## config.mk

```make
export PLATFORM = sky130hd
export DESIGN_NAME = cps_sqrt
export DESIGN_NICKNAME = d
export VERILOG_FILES = /design/src/cps_pkg.sv /design/src/cps_sqrt.sv
export SDC_FILE = /design/constraint.sdc
export NUM_CORES = 2
export LEC_CHECK = 0
export BUFFER_PORTS_ARGS = -buffer_cell sky130_fd_sc_hd__buf_2
export CORE_ASPECT_RATIO = 1.1
export CORE_MARGIN = 1.5
export CORE_UTILIZATION = 66
export CTS_BUF_LIST = sky130_fd_sc_hd__clkbuf_2 sky130_fd_sc_hd__clkbuf_4 sky130_fd_sc_hd__clkbuf_8
export CTS_CLUSTER_SIZE = 24
export DETAILED_ROUTE_END_ITERATION = 16
export GPL_TIMING_DRIVEN = 0
export PLACE_DENSITY = 0.83
export SYNTH_ARGS = -nofsm -noshare
export SYNTH_HDL_FRONTEND = slang
export SYNTH_SLANG_ARGS = --single-unit
```

## constraint.sdc

```tcl
create_clock -name clk_i -period 8.71 [get_ports clk_i]
set_input_delay 0.871 -clock clk_i [delete_from_list [all_inputs] [get_ports clk_i]]
set_output_delay 0.871 -clock clk_i [all_outputs]
set_load 0.01 [all_outputs]
```

## src/cps_pkg.sv

```systemverilog
// shared widths and constants for the closest point on segment pipeline
`default_nettype none
package cps_pkg;
  localparam int CW      = 16;       // coordinate width
  localparam int DW      = 17;       // coordinate difference width
  localparam int LW      = 34;       // squared length width
  localparam int DOTW    = 35;       // dot product width
  localparam int MAGW    = 51;       // offset numerator magnitude width
  localparam int NUMW    = 53;       // rounded numerator width
  localparam int DENW    = 35;       // doubled denominator width
  localparam int QW      = 18;       // quotient width before saturation
  localparam int SUMW    = 20;       // start plus offset width
  localparam int DISTW   = 17;       // distance width
  localparam int D2W     = 35;       // squared distance width
  localparam int SQW     = 35;       // square root working width
  localparam int SQSTEPS = 17;       // result bits of the square root

  localparam int FRONT_LAT = 6;
  localparam int DIV_LAT   = QW + 3;
  localparam int SQRT_LAT  = SQSTEPS + 4;
  localparam int TOTAL_LAT = FRONT_LAT + DIV_LAT + SQRT_LAT;

  localparam logic signed [SUMW-1:0] COORD_MAX = SUMW'(32767);
  localparam logic signed [SUMW-1:0] COORD_MIN = -SUMW'(32768);
  localparam logic [DISTW-1:0]       DIST_MAX  = '1;
endpackage
`default_nettype wire

```

## src/cps_sqrt.sv

```systemverilog
// distance stages: squared difference sum and pipelined rounded square root
`default_nettype none
module cps_sqrt (
  input  wire                          clk_i,
  input  wire                          en_i,
  input  wire signed [cps_pkg::CW-1:0] qx_i,
  input  wire signed [cps_pkg::CW-1:0] qy_i,
  input  wire signed [cps_pkg::CW-1:0] nx_i,
  input  wire signed [cps_pkg::CW-1:0] ny_i,
  output logic [cps_pkg::DISTW-1:0]    dist_o
);
  localparam int DW  = cps_pkg::DW;
  localparam int D2W = cps_pkg::D2W;
  localparam int SQW = cps_pkg::SQW;
  localparam int NS  = cps_pkg::SQSTEPS;

  logic signed [DW-1:0] rx_q, ry_q;
  logic [2*DW-1:0]      sx_q, sy_q;
  logic [SQW-1:0]       x_q [NS+1];
  logic [SQW-1:0]       r_q [NS+1];

  logic [SQW-1:0] bitv [NS];
  logic [SQW-1:0] trial [NS];
  logic           take [NS];

  always_comb begin
    for (int k = 0; k < NS; k++) begin
      bitv[k]  = SQW'(1) << (2 * (NS - 1 - k));
      trial[k] = r_q[k] + bitv[k];
      take[k]  = x_q[k] >= trial[k];
    end
  end

  always_ff @(posedge clk_i) begin
    if (en_i) begin
      rx_q   <= DW'(qx_i) - DW'(nx_i);
      ry_q   <= DW'(qy_i) - DW'(ny_i);
      sx_q   <= (2*DW)'(rx_q * rx_q);
      sy_q   <= (2*DW)'(ry_q * ry_q);
      x_q[0] <= D2W'(sx_q) + D2W'(sy_q);
      r_q[0] <= '0;
      for (int k = 0; k < NS; k++) begin
        x_q[k+1] <= take[k] ? x_q[k] - trial[k] : x_q[k];
        r_q[k+1] <= take[k] ? (r_q[k] >> 1) + bitv[k] : r_q[k] >> 1;
      end
      // round up when the remainder passes the root
      dist_o <= cps_pkg::DISTW'(r_q[NS] + SQW'(x_q[NS] > r_q[NS]));
    end
  end
endmodule
`default_nettype wire

```

==> impl_metrics.yaml <==
yosys:
  synth_edf_count: 900
  post_synth_main_area_contributors: "sky130_fd_sc_hd__edfxtp_1, sky130_fd_sc_hd__fa_1, sky130_fd_sc_hd__ha_1"
  ys_top_cells_by_count: "sky130_fd_sc_hd__inv_1, sky130_fd_sc_hd__edfxtp_1, sky130_fd_sc_hd__fa_1"
  synthesis.area_mm2: 0.06314
  post_synth_top_area_share: 0.4281
  synth.yosys.warnings: 0
  synthesis.area_per_instance_um2: 11.39
  syn-instance-count: 5545
  synth_top_area_cell: "sky130_fd_sc_hd__edfxtp_1"
  main_flop_type_after_synthesis: "sky130_fd_sc_hd__edfxtp_1"
  synth_async_sr_flop_share: 0
  synthesis.nets: 6586
  yosys.cell_types.count: 87
  synth-seq-cells: 900
  most_frequently_used_cell_type_in_the_post_synthesis_netlist: "sky130_fd_sc_hd__inv_1"
  synth_seq_area_share: 0.4281
setup_path:
  worst_reg_to_reg_path_cell_count: 20
  r2r_end: "sy_q[33]"
  r2r-start: "ry_q[16]"
  cp-start-kind: "flop"
  setup.worst_path.class: "reg -> reg"
  critPathLaunch: "ry_q[16]"
  timing.critical_path.required_ps: 9210
  endpoint_kind: "flop"
  crit_arrival_ps: 8490
  critical_path_peak_fanout: 10
  ff2ff_setup_slack_ps: 730
worst_hold_path:
  holdPathStages: 0
  worstHoldPathType: "reg -> reg"
  hold_path_startpoint: "r_q[9][21]"
  min_delay_worst_endpoint: "r_q[10][20]"
grt:
  grtUsageTotal: 0.2800
  grt_max_degree: 145
  first_global_vias: 42770
  global_route.overflow_total: 0
  grt_first_pass_wirelength_um: 214800
  grt_antenna_before_repair: 1
finish:
  finalCoreUtilization: 0.7215
  layout-area-overhead-vs-synth_pct: 7.973
  final-instance-count-excl-fill: 7152
  post_route_cells_drive_above_1_share: 0.06655
  number_of_fillers_in_the_final_layout: 6437
  fin_nets: 6820
sta:
  finalHoldViolations: 0
  headroom_to_the_max_slew_limit: 0.2469
  layout_worst_path_cycle_share: 0.9167
  setup_violations: 0
  max_frequency_mhz: 125.2
  worst_slew_pin_slew_ps: 1119
  grt_setup_unrepaired: "no"
  worst_case_clock_skew_ps: 50.90
  maxSlewViolCount: 0
  hold_slack_ps: 410.2
  fin_setup_tns_ps: 0
  final_period_minus_worst_setup_slack_ps: 7985
detailed_routing:
  first_pass_iters: 6
  antenna_left: 0
  post_drt_wl_per_cell_um: 18.77
  totalWireLength_um: 134300
  iteration_0_drc_markers: 3093
  detail_route.vias_per_cell: 5.801
  route.vias.total: 41490
  drcViolationCount: 0
clock_network:
  tritoncts.num_buffers: 144
  clk_root_buffer_cell: "sky130_fd_sc_hd__clkbuf_8"
  clock_transition_at_the_register_clock_pins_on_the_worst_setup_and_hold_paths_after_cts_ps: 80
  clkSinkCount: 900
  cts_max_level: 4
  cts_setup_buffers: 0
  clkLatencyLatePin_ps: 810
  clk_path_buf_depth: 3
  cts.repair.resized: 0
  clock_tree_from_tritoncts: "built"
  cts.hold.buffers_added: 0
placement:
  portBuffers: 82
  dp.cells: 6893
  routability_driven_placement_congestion_ratio: 0.9397
  dpl.hpwl_um: 103800
die:
  coreArea_mm2: 0.09449
  starting_density_of_the_core: 0.6682
  chipWidth_um: 297.9
  placement_rows: 118
  design.die.area_mm2: 0.09753
  dieHeight_um: 327.4
  io_pins: 83
outcome:
  status: "finished, final reports clean"
run:
  cap_violations: 0
-- per-layer routing --
layer  up-vias  track usage  share of wire
met5         -            0              0
met4         0       0.1337          0.046
met1     20500       0.3316           0.38
li1      19380            -              -
met2      1233       0.4987           0.52
met3       379      0.04583          0.056
-- kinds of logic after synthesis --
kind of cell / share of synthesized area
flops: 0.4281
simple gates: 0.1147
fa+ha+maj: 0.2567
mux: 0.004023
xor+xnor: 0.05618
buf+inv: 0.06316
compound gates: 0.07721
-- cells in the final DEF, fill, tap and decap left out, types with 17 or more instances in the layout --
master	count
sky130_fd_sc_hd__ha_1	441
sky130_fd_sc_hd__o21a_1	81
sky130_fd_sc_hd__and2_1	114
sky130_fd_sc_hd__nor3_1	124
sky130_fd_sc_hd__nand3_1	85
sky130_fd_sc_hd__buf_2	88
sky130_fd_sc_hd__or2_2	17
sky130_fd_sc_hd__edfxtp_1	900
sky130_fd_sc_hd__o21bai_1	18
sky130_fd_sc_hd__or4_1	17
sky130_fd_sc_hd__xnor2_1	238
sky130_fd_sc_hd__nor4_1	109
sky130_fd_sc_hd__fa_1	534
sky130_fd_sc_hd__a21o_1	83
sky130_fd_sc_hd__nand2_1	384
sky130_fd_sc_hd__clkbuf_4	38
sky130_fd_sc_hd__nor2_1	292
sky130_fd_sc_hd__o21ai_0	195
sky130_fd_sc_hd__clkinv_1	36
sky130_fd_sc_hd__and3_1	27
sky130_fd_sc_hd__nand4_1	38
sky130_fd_sc_hd__o31ai_1	29
sky130_fd_sc_hd__xor2_1	167
sky130_fd_sc_hd__nand2b_1	44
sky130_fd_sc_hd__a21oi_1	182
sky130_fd_sc_hd__a31oi_1	22
sky130_fd_sc_hd__clkbuf_8	147
sky130_fd_sc_hd__or3_1	43
sky130_fd_sc_hd__a21boi_0	17
sky130_fd_sc_hd__inv_1	957
sky130_fd_sc_hd__clkbuf_1	75
sky130_fd_sc_hd__nor2b_1	71
sky130_fd_sc_hd__clkinv_2	17
-- metrics by stage --
step	setup slack, ps	instance area [µm²]
after floorplan	2053	63140
after global placement	-6466	65120
after detailed placement	893.8	65300
after CTS	829.0	68170
after global routing	460.4	68170
final	725.3	68170
-- state kept, by name, summed over array words and instances (netlist names) --
name and cells:
x_q 630, r_q 153, sx_q 33, sy_q 33, dist_o 17, rx_q 17, ry_q 17
-- worst max-delay path: stages (launching register included) --
cell and delay (ps):
sky130_fd_sc_hd__edfxtp_1 560, sky130_fd_sc_hd__clkbuf_1 410, sky130_fd_sc_hd__clkbuf_1 480, sky130_fd_sc_hd__and2_1 340
sky130_fd_sc_hd__fa_1 590, sky130_fd_sc_hd__fa_1 990, sky130_fd_sc_hd__fa_1 550, sky130_fd_sc_hd__fa_1 520
sky130_fd_sc_hd__fa_1 500, sky130_fd_sc_hd__inv_1 50, sky130_fd_sc_hd__fa_1 470, sky130_fd_sc_hd__inv_1 40
sky130_fd_sc_hd__ha_1 400, sky130_fd_sc_hd__and3_1 220, sky130_fd_sc_hd__and2_1 180, sky130_fd_sc_hd__nand2_1 100
sky130_fd_sc_hd__o41ai_1 620, sky130_fd_sc_hd__a311oi_1 240, sky130_fd_sc_hd__o21bai_1 180, sky130_fd_sc_hd__a21oi_1 100
sky130_fd_sc_hd__xnor2_1 130
-- worst max path at each step --
stage | to | slack [ps]
after floorplan | sy_q[33] | 2050
after global placement | dist_o[1] | -6470
after detailed placement | sy_q[33] | 890
after CTS | sy_q[33] | 830
after global routing | sy_q[33] | 460
final | sy_q[33] | 730
-- layout make-up --
type	count	area (µm²)	area share
Inverter	960	3603	0.05286
Multi-Input combinational cell	3593	32120	0.4712
Clock inverter	72	558.0	0.008186
Sequential cell	900	27030	0.3964
Timing Repair Buffer	88	585.6	0.008590
Buffer	92	384.1	0.005635
Antenna cell	2	5.005	0.00007342
Clock buffer	185	2308	0.03386
Tap cell	1260	1577	0.02313
Power is not shown: default switching activity piles up to over one toggle a cycle in this logic, so the estimate is an artifact.
