==> src/cps_pkg.sv <==
// shared widths and constants for the closest point on segment pipeline
`default_nettype none
package cps_pkg;
  localparam int CW      = 16;       // coordinate width
  localparam int DW      = 17;       // coordinate difference width
  localparam int LW      = 34;       // squared length width
  localparam int DOTW    = 35;       // dot product width
  localparam int MAGW    = 51;       // offset numerator magnitude width
  localparam int NUMW    = 53;       // rounded numerator width
  localparam int DENW    = 35;       // doubled denominator width
  localparam int QW      = 18;       // quotient width before saturation
  localparam int SUMW    = 20;       // start plus offset width
  localparam int DISTW   = 17;       // distance width
  localparam int D2W     = 35;       // squared distance width
  localparam int SQW     = 35;       // square root working width
  localparam int SQSTEPS = 17;       // result bits of the square root

  localparam int FRONT_LAT = 6;
  localparam int DIV_LAT   = QW + 3;
  localparam int SQRT_LAT  = SQSTEPS + 4;
  localparam int TOTAL_LAT = FRONT_LAT + DIV_LAT + SQRT_LAT;

  localparam logic signed [SUMW-1:0] COORD_MAX = SUMW'(32767);
  localparam logic signed [SUMW-1:0] COORD_MIN = -SUMW'(32768);
  localparam logic [DISTW-1:0]       DIST_MAX  = '1;
endpackage
`default_nettype wire

==> src/cps_div.sv <==
// pipelined restoring divider, rounds the offset, adds it to the start coordinate and saturates the sum
`default_nettype none
module cps_div (
  input  wire                           clk_i,
  input  wire                           en_i,
  input  wire [cps_pkg::MAGW-1:0]       mag_i,
  input  wire                           neg_i,
  input  wire [cps_pkg::LW-1:0]         len2_i,
  input  wire signed [cps_pkg::CW-1:0]  start_i,
  output logic signed [cps_pkg::CW-1:0] nearest_o
);
  localparam int NUMW = cps_pkg::NUMW;
  localparam int DENW = cps_pkg::DENW;
  localparam int QW   = cps_pkg::QW;
  localparam int SUMW = cps_pkg::SUMW;
  localparam int CW   = cps_pkg::CW;

  logic [NUMW-1:0]      a_num_q;
  logic [DENW-1:0]      a_den_q;
  logic                 a_neg_q;
  logic signed [CW-1:0] a_st_q;

  logic [NUMW-1:0]      rem_q [QW+1];
  logic [QW-1:0]        quo_q [QW+1];
  logic [DENW-1:0]      den_q [QW+1];
  logic                 ovf_q [QW+1];
  logic                 neg_q [QW+1];
  logic signed [CW-1:0] st_q  [QW+1];

  logic [NUMW-1:0]      shd [QW];
  logic                 take [QW];
  logic [QW-1:0]        q_fin;
  logic signed [SUMW-1:0] sum;

  always_comb begin
    for (int k = 0; k < QW; k++) begin
      shd[k]  = NUMW'(den_q[k]) << (QW - 1 - k);
      take[k] = !ovf_q[k] && (rem_q[k] >= shd[k]);
    end
  end

  assign q_fin = ovf_q[QW] ? '1 : quo_q[QW];
  assign sum   = neg_q[QW] ? SUMW'(st_q[QW]) - $signed(SUMW'(q_fin))
                           : SUMW'(st_q[QW]) + $signed(SUMW'(q_fin));

  always_ff @(posedge clk_i) begin
    if (en_i) begin
      a_num_q  <= (NUMW'(mag_i) << 1) + NUMW'(len2_i);
      a_den_q  <= {len2_i, 1'b0};
      a_neg_q  <= neg_i;
      a_st_q   <= start_i;

      rem_q[0] <= a_num_q;
      quo_q[0] <= '0;
      den_q[0] <= a_den_q;
      ovf_q[0] <= a_num_q >= (NUMW'(a_den_q) << QW);
      neg_q[0] <= a_neg_q;
      st_q[0]  <= a_st_q;

      for (int k = 0; k < QW; k++) begin
        rem_q[k+1] <= take[k] ? rem_q[k] - shd[k] : rem_q[k];
        quo_q[k+1] <= quo_q[k] | (take[k] ? QW'(1) << (QW - 1 - k) : '0);
        den_q[k+1] <= den_q[k];
        ovf_q[k+1] <= ovf_q[k];
        neg_q[k+1] <= neg_q[k];
        st_q[k+1]  <= st_q[k];
      end

      if (sum > cps_pkg::COORD_MAX) begin
        nearest_o <= CW'(cps_pkg::COORD_MAX);
      end else if (sum < cps_pkg::COORD_MIN) begin
        nearest_o <= CW'(cps_pkg::COORD_MIN);
      end else begin
        nearest_o <= CW'(sum);
      end
    end
  end
endmodule
`default_nettype wire

==> config.mk <==
export PLATFORM = sky130hd
export DESIGN_NAME = cps_div
export DESIGN_NICKNAME = d
export VERILOG_FILES = /design/src/cps_pkg.sv /design/src/cps_div.sv
export SDC_FILE = /design/constraint.sdc
export NUM_CORES = 2
export LEC_CHECK = 0
export BUFFER_PORTS_ARGS = -buffer_cell sky130_fd_sc_hd__buf_2
export CORE_MARGIN = 1
export CORE_UTILIZATION = 47
export CTS_CLUSTER_SIZE = 14
export DETAILED_ROUTE_END_ITERATION = 12
export HOLD_SLACK_MARGIN = 0.05
export PLACE_DENSITY = 0.6
export SLEW_MARGIN = 40
export SYNTH_ARGS = -nofsm -noshare
export SYNTH_HDL_FRONTEND = slang
export SYNTH_SLANG_ARGS = --single-unit
==> constraint.sdc <==
create_clock -name clk_i -period 5.74 [get_ports clk_i]
set_clock_uncertainty 0.05 [all_clocks]
set_input_delay 1.148 -clock clk_i [delete_from_list [all_inputs] [get_ports clk_i]]
set_output_delay 1.148 -clock clk_i [all_outputs]
set_load 0.02 [all_outputs]
==> run summary <==
#FFs+latches synth: 2180
RR Endpoint: nearest_o[1]
Die ar.: 242000 sq um
Clk sinks: 2180
Final Hold Fails: 0
Reg2Reg Launch Point: ovf_q[18]
Startpoint class of the critical path: flop
Drt first pass iters: 11
Min-delay src: quo_q[15][7]
Worst hold endpoint: quo_q[16][7]
Pins Over Slew Limit: 0
# rows: 179
Max Buffers Root-to-Sink: 3
Post-Synthesis Cells: 9523
Worst slack, placed: 0.701 ns
Worst-Skew Late Latency: 0.88 ns
WP data required: 6.30 ns
Layout cells sized above 1: 8.34%
CTS Buf Count: 232
Pin count of the biggest net entering global routing: 153
Global placer's final weighted congestion: 0.987
Root buffer cell: clkbuf_16
Hold crit path type: flop to flop
Critical path type: flop to flop
Reg area: 65500 sq um
LEAKAGE: 0.0494 uW
Core area: 238000 sq um
Vias per cell: 5.49
Non-Filler Instances: 13114
Synth top cells by count: 2180 x edfxtp_1, 829 x inv_1, 799 x nand2_1
Max-cap viol count: 0
Reg2reg setup slack: 0.67 ns
Largest stage delay, worst path: 0.49 ns
Number of placed I/O pins: 120
Gr ovfl total: 0
Final setup vio count: 0
Area leader, netlist: edfxtp_1
Worst Tran Pin Value: 0.915 ns
Status: complete, but fails checks
CTS clk-pin slew, worst paths: 0.06 ns
Synth Net Count: 10344
Worst Setup End Kind: flop
HPWL after DPL: 194 mm
Number of I/O port buffers: 119
Post-synth cell types: 94
Nets: 10560
Post-DP Area: 118000 sq um
CP bufs+invs: 2
VDD IR-drop max: 0.000240 V
Post-synthesis sequential area ratio: 58.0%
Initial antenna violation count: 4
Mapped cell area: 113000 sq um
Inst Count DP: 12671
Worst Path Max Fanout: 15
Vias in the first global route: 74634
Final wirelength: 253 mm
Post-CTS Hold Buffers: 0
Area Overhead vs Synth: 11.3%
Synth top area cells: edfxtp_1 58%, ha_1 7.7%, xnor2_1 3.0%
Final worst-path cycle share: 88.4%
Fmax: 197 MHz
Number of flops mapped to enable cells by yosys: 2180
DRC Markers: 1
Filler cells: 20186
Die W: 492 um
Antenna Violating Nets Remaining: 0
Hold depth: 0
YS warnings: 0
Multi-input gate area: 43600 sq um
Final Util: 52.7%
Crit-path leading delay family: compound AO/OA/AOI/OAI gates
First-pass GRT wire length: 393 mm
Setup TNS Final: 0 ns
Via count: 72021
Cells on worst reg2reg path: 22
Failing checks: DRC
Fin area: 126000 sq um
GRT Overall Usage: 20.6%
Cell Chain, Critical Path: nor2_1, ha_1, nand2_1, or3_1, nor3_1, and3b_1, nor3_1, a21oi_1, o21a_1, ha_1, and2_1, a41oi_1, o21ai_0, a41oi_1, buf_4, o2111ai_1, a21o_1, a21oi_1, xnor2_1, o41ai_2, buf_4, o21ai_0
Iter 0 DRT Violations: 3878
Worst setup slack after layout: 0.666 ns
CTS tree: built
Crit-path slowest cell: nor3_1
Pwr dens: 383 nW/um^2
Top FF cell, synth: edfxtp_1
Initial Util: 47.3%
H-tree depth: 4
Syn_area_per_cell: 11.8 sq um
Die H: 492 um
Post-cts sizing count: 0
Minimum clock period: 5.07 ns
Crit path arrival time: 5.63 ns
Routed len/inst: 19.3 um
RSZ-0062 raised after global routing: false
Synth top area share: 58.0%
Synth async-reset ratio: 0%
Rel. slew slack: 38.8%
Most frequent cell after synthesis: edfxtp_1
Post-CTS Repair Setup Buffers: 0
-- cell type report --
| class | instances | area share, % |
|---|---|---|
| Multi-Input combinational cell | 6284 | 34.7 |
| Clock inverter | 179 | 1.56 |
| Inverter | 833 | 2.49 |
| Sequential cell | 2180 | 52.1 |
| Tap cell | 3167 | 3.16 |
| Antenna cell | 6 | 0.0120 |
| Clock buffer | 257 | 4.70 |
| Timing Repair Buffer | 208 | 1.22 |
-- per-layer routing --
metal / wire, um / vias up / GRT usage [%]
met5: 0 / - / 0
met4: 17900 / 0 / 14.0
met3: 7070 / 713 / 2.45
met2: 139000 / 1561 / 41.0
met1: 89400 / 33962 / 19.3
li1: - / 35785 / -
-- how the worst max path moves through the flow --
stage	from	to	slack, ns	cells after the start
2_1_floorplan	ovf_q[18]	nearest_o[0]	0.56	23
3_3_place_gp	rem_q[16][40]	rem_q[17][51]	0.62	10
3_5_place_dp	ovf_q[18]	nearest_o[5]	0.70	22
4_1_cts	ovf_q[18]	nearest_o[7]	0.63	22
5_1_grt	ovf_q[18]	nearest_o[7]	0.27	22
6_report	ovf_q[18]	nearest_o[1]	0.67	22
-- cell families (layout without fill, tap and decap cells) --
kind of cell | after synthesis | in the layout | share of synthesized area, %
simple gates | 2320 | 2320 | 10.0
other cells | 0 | 6 | 0
buf+inv | 1059 | 1477 | 3.54
mux | 170 | 170 | 1.69
xor+xnor | 715 | 715 | 5.56
compound gates | 2362 | 2362 | 13.1
flops | 2180 | 2180 | 58.0
fa+ha+maj | 717 | 717 | 8.08
-- power breakdown --
part           internal, uW  total (uW)  switching (uW)
combinational          4910       12000            7100
clock                  8870       15100            6270
sequential            19900       20900            1020
-- stage by stage --
stage / hold slack, ns / total power [uW]
2_1_floorplan: 0.350 / 29600
3_3_place_gp: 0.350 / 32800
3_5_place_dp: 0.355 / 33100
4_1_cts: 0.299 / 48400
5_1_grt: 0.337 / 50500
6_report: 0.342 / 48100
-- worst register-to-register path, cell delays in order (launching register included) --
cell and delay [ns]:
edfxtp_1 0.41, nor2_1 0.17, ha_1 0.22, nand2_1 0.08, or3_1 0.35, nor3_1 0.49
and3b_1 0.28, nor3_1 0.05, a21oi_1 0.16, o21a_1 0.13, ha_1 0.26, and2_1 0.21
a41oi_1 0.20, o21ai_0 0.10, a41oi_1 0.19, buf_4 0.17, o2111ai_1 0.15, a21o_1 0.18
a21oi_1 0.16, xnor2_1 0.11, o41ai_2 0.34, buf_4 0.22, o21ai_0 0.11
-- cells in the final DEF (no fill, tap or decap), types with 33 or more instances in the layout --
cell type     n
clkinv_1     53
nor2_1      451
nor4_1       98
buf_2       118
and3_1       81
and2_1       40
a31oi_1      76
o31ai_1      55
nor2b_1     103
a211oi_1     60
a21oi_1     673
nand3_1     150
clkinv_2     48
xnor2_1     389
a21o_1      298
ha_1        698
or4_1        37
o21bai_1     63
o21a_1      102
o211ai_1     33
buf_4        69
edfxtp_1   2180
nand2_1     799
or3_1        49
mux2_2      160
clkbuf_16   232
o21ai_0     667
nand2b_1     98
nand4_1     132
nor3_1      143
xor2_1      325
inv_1       828
-- sequential cells by signal, indices dropped and copies added (netlist names) --
signal / cells
nearest_o: 16
st_q: 304
a_st_q: 16
a_num_q: 53
den_q: 594
rem_q: 954
neg_q: 19
quo_q: 171
a_neg_q: 1
a_den_q: 33
ovf_q: 19
No activity file was read; power rests on OpenSTA's default activity.
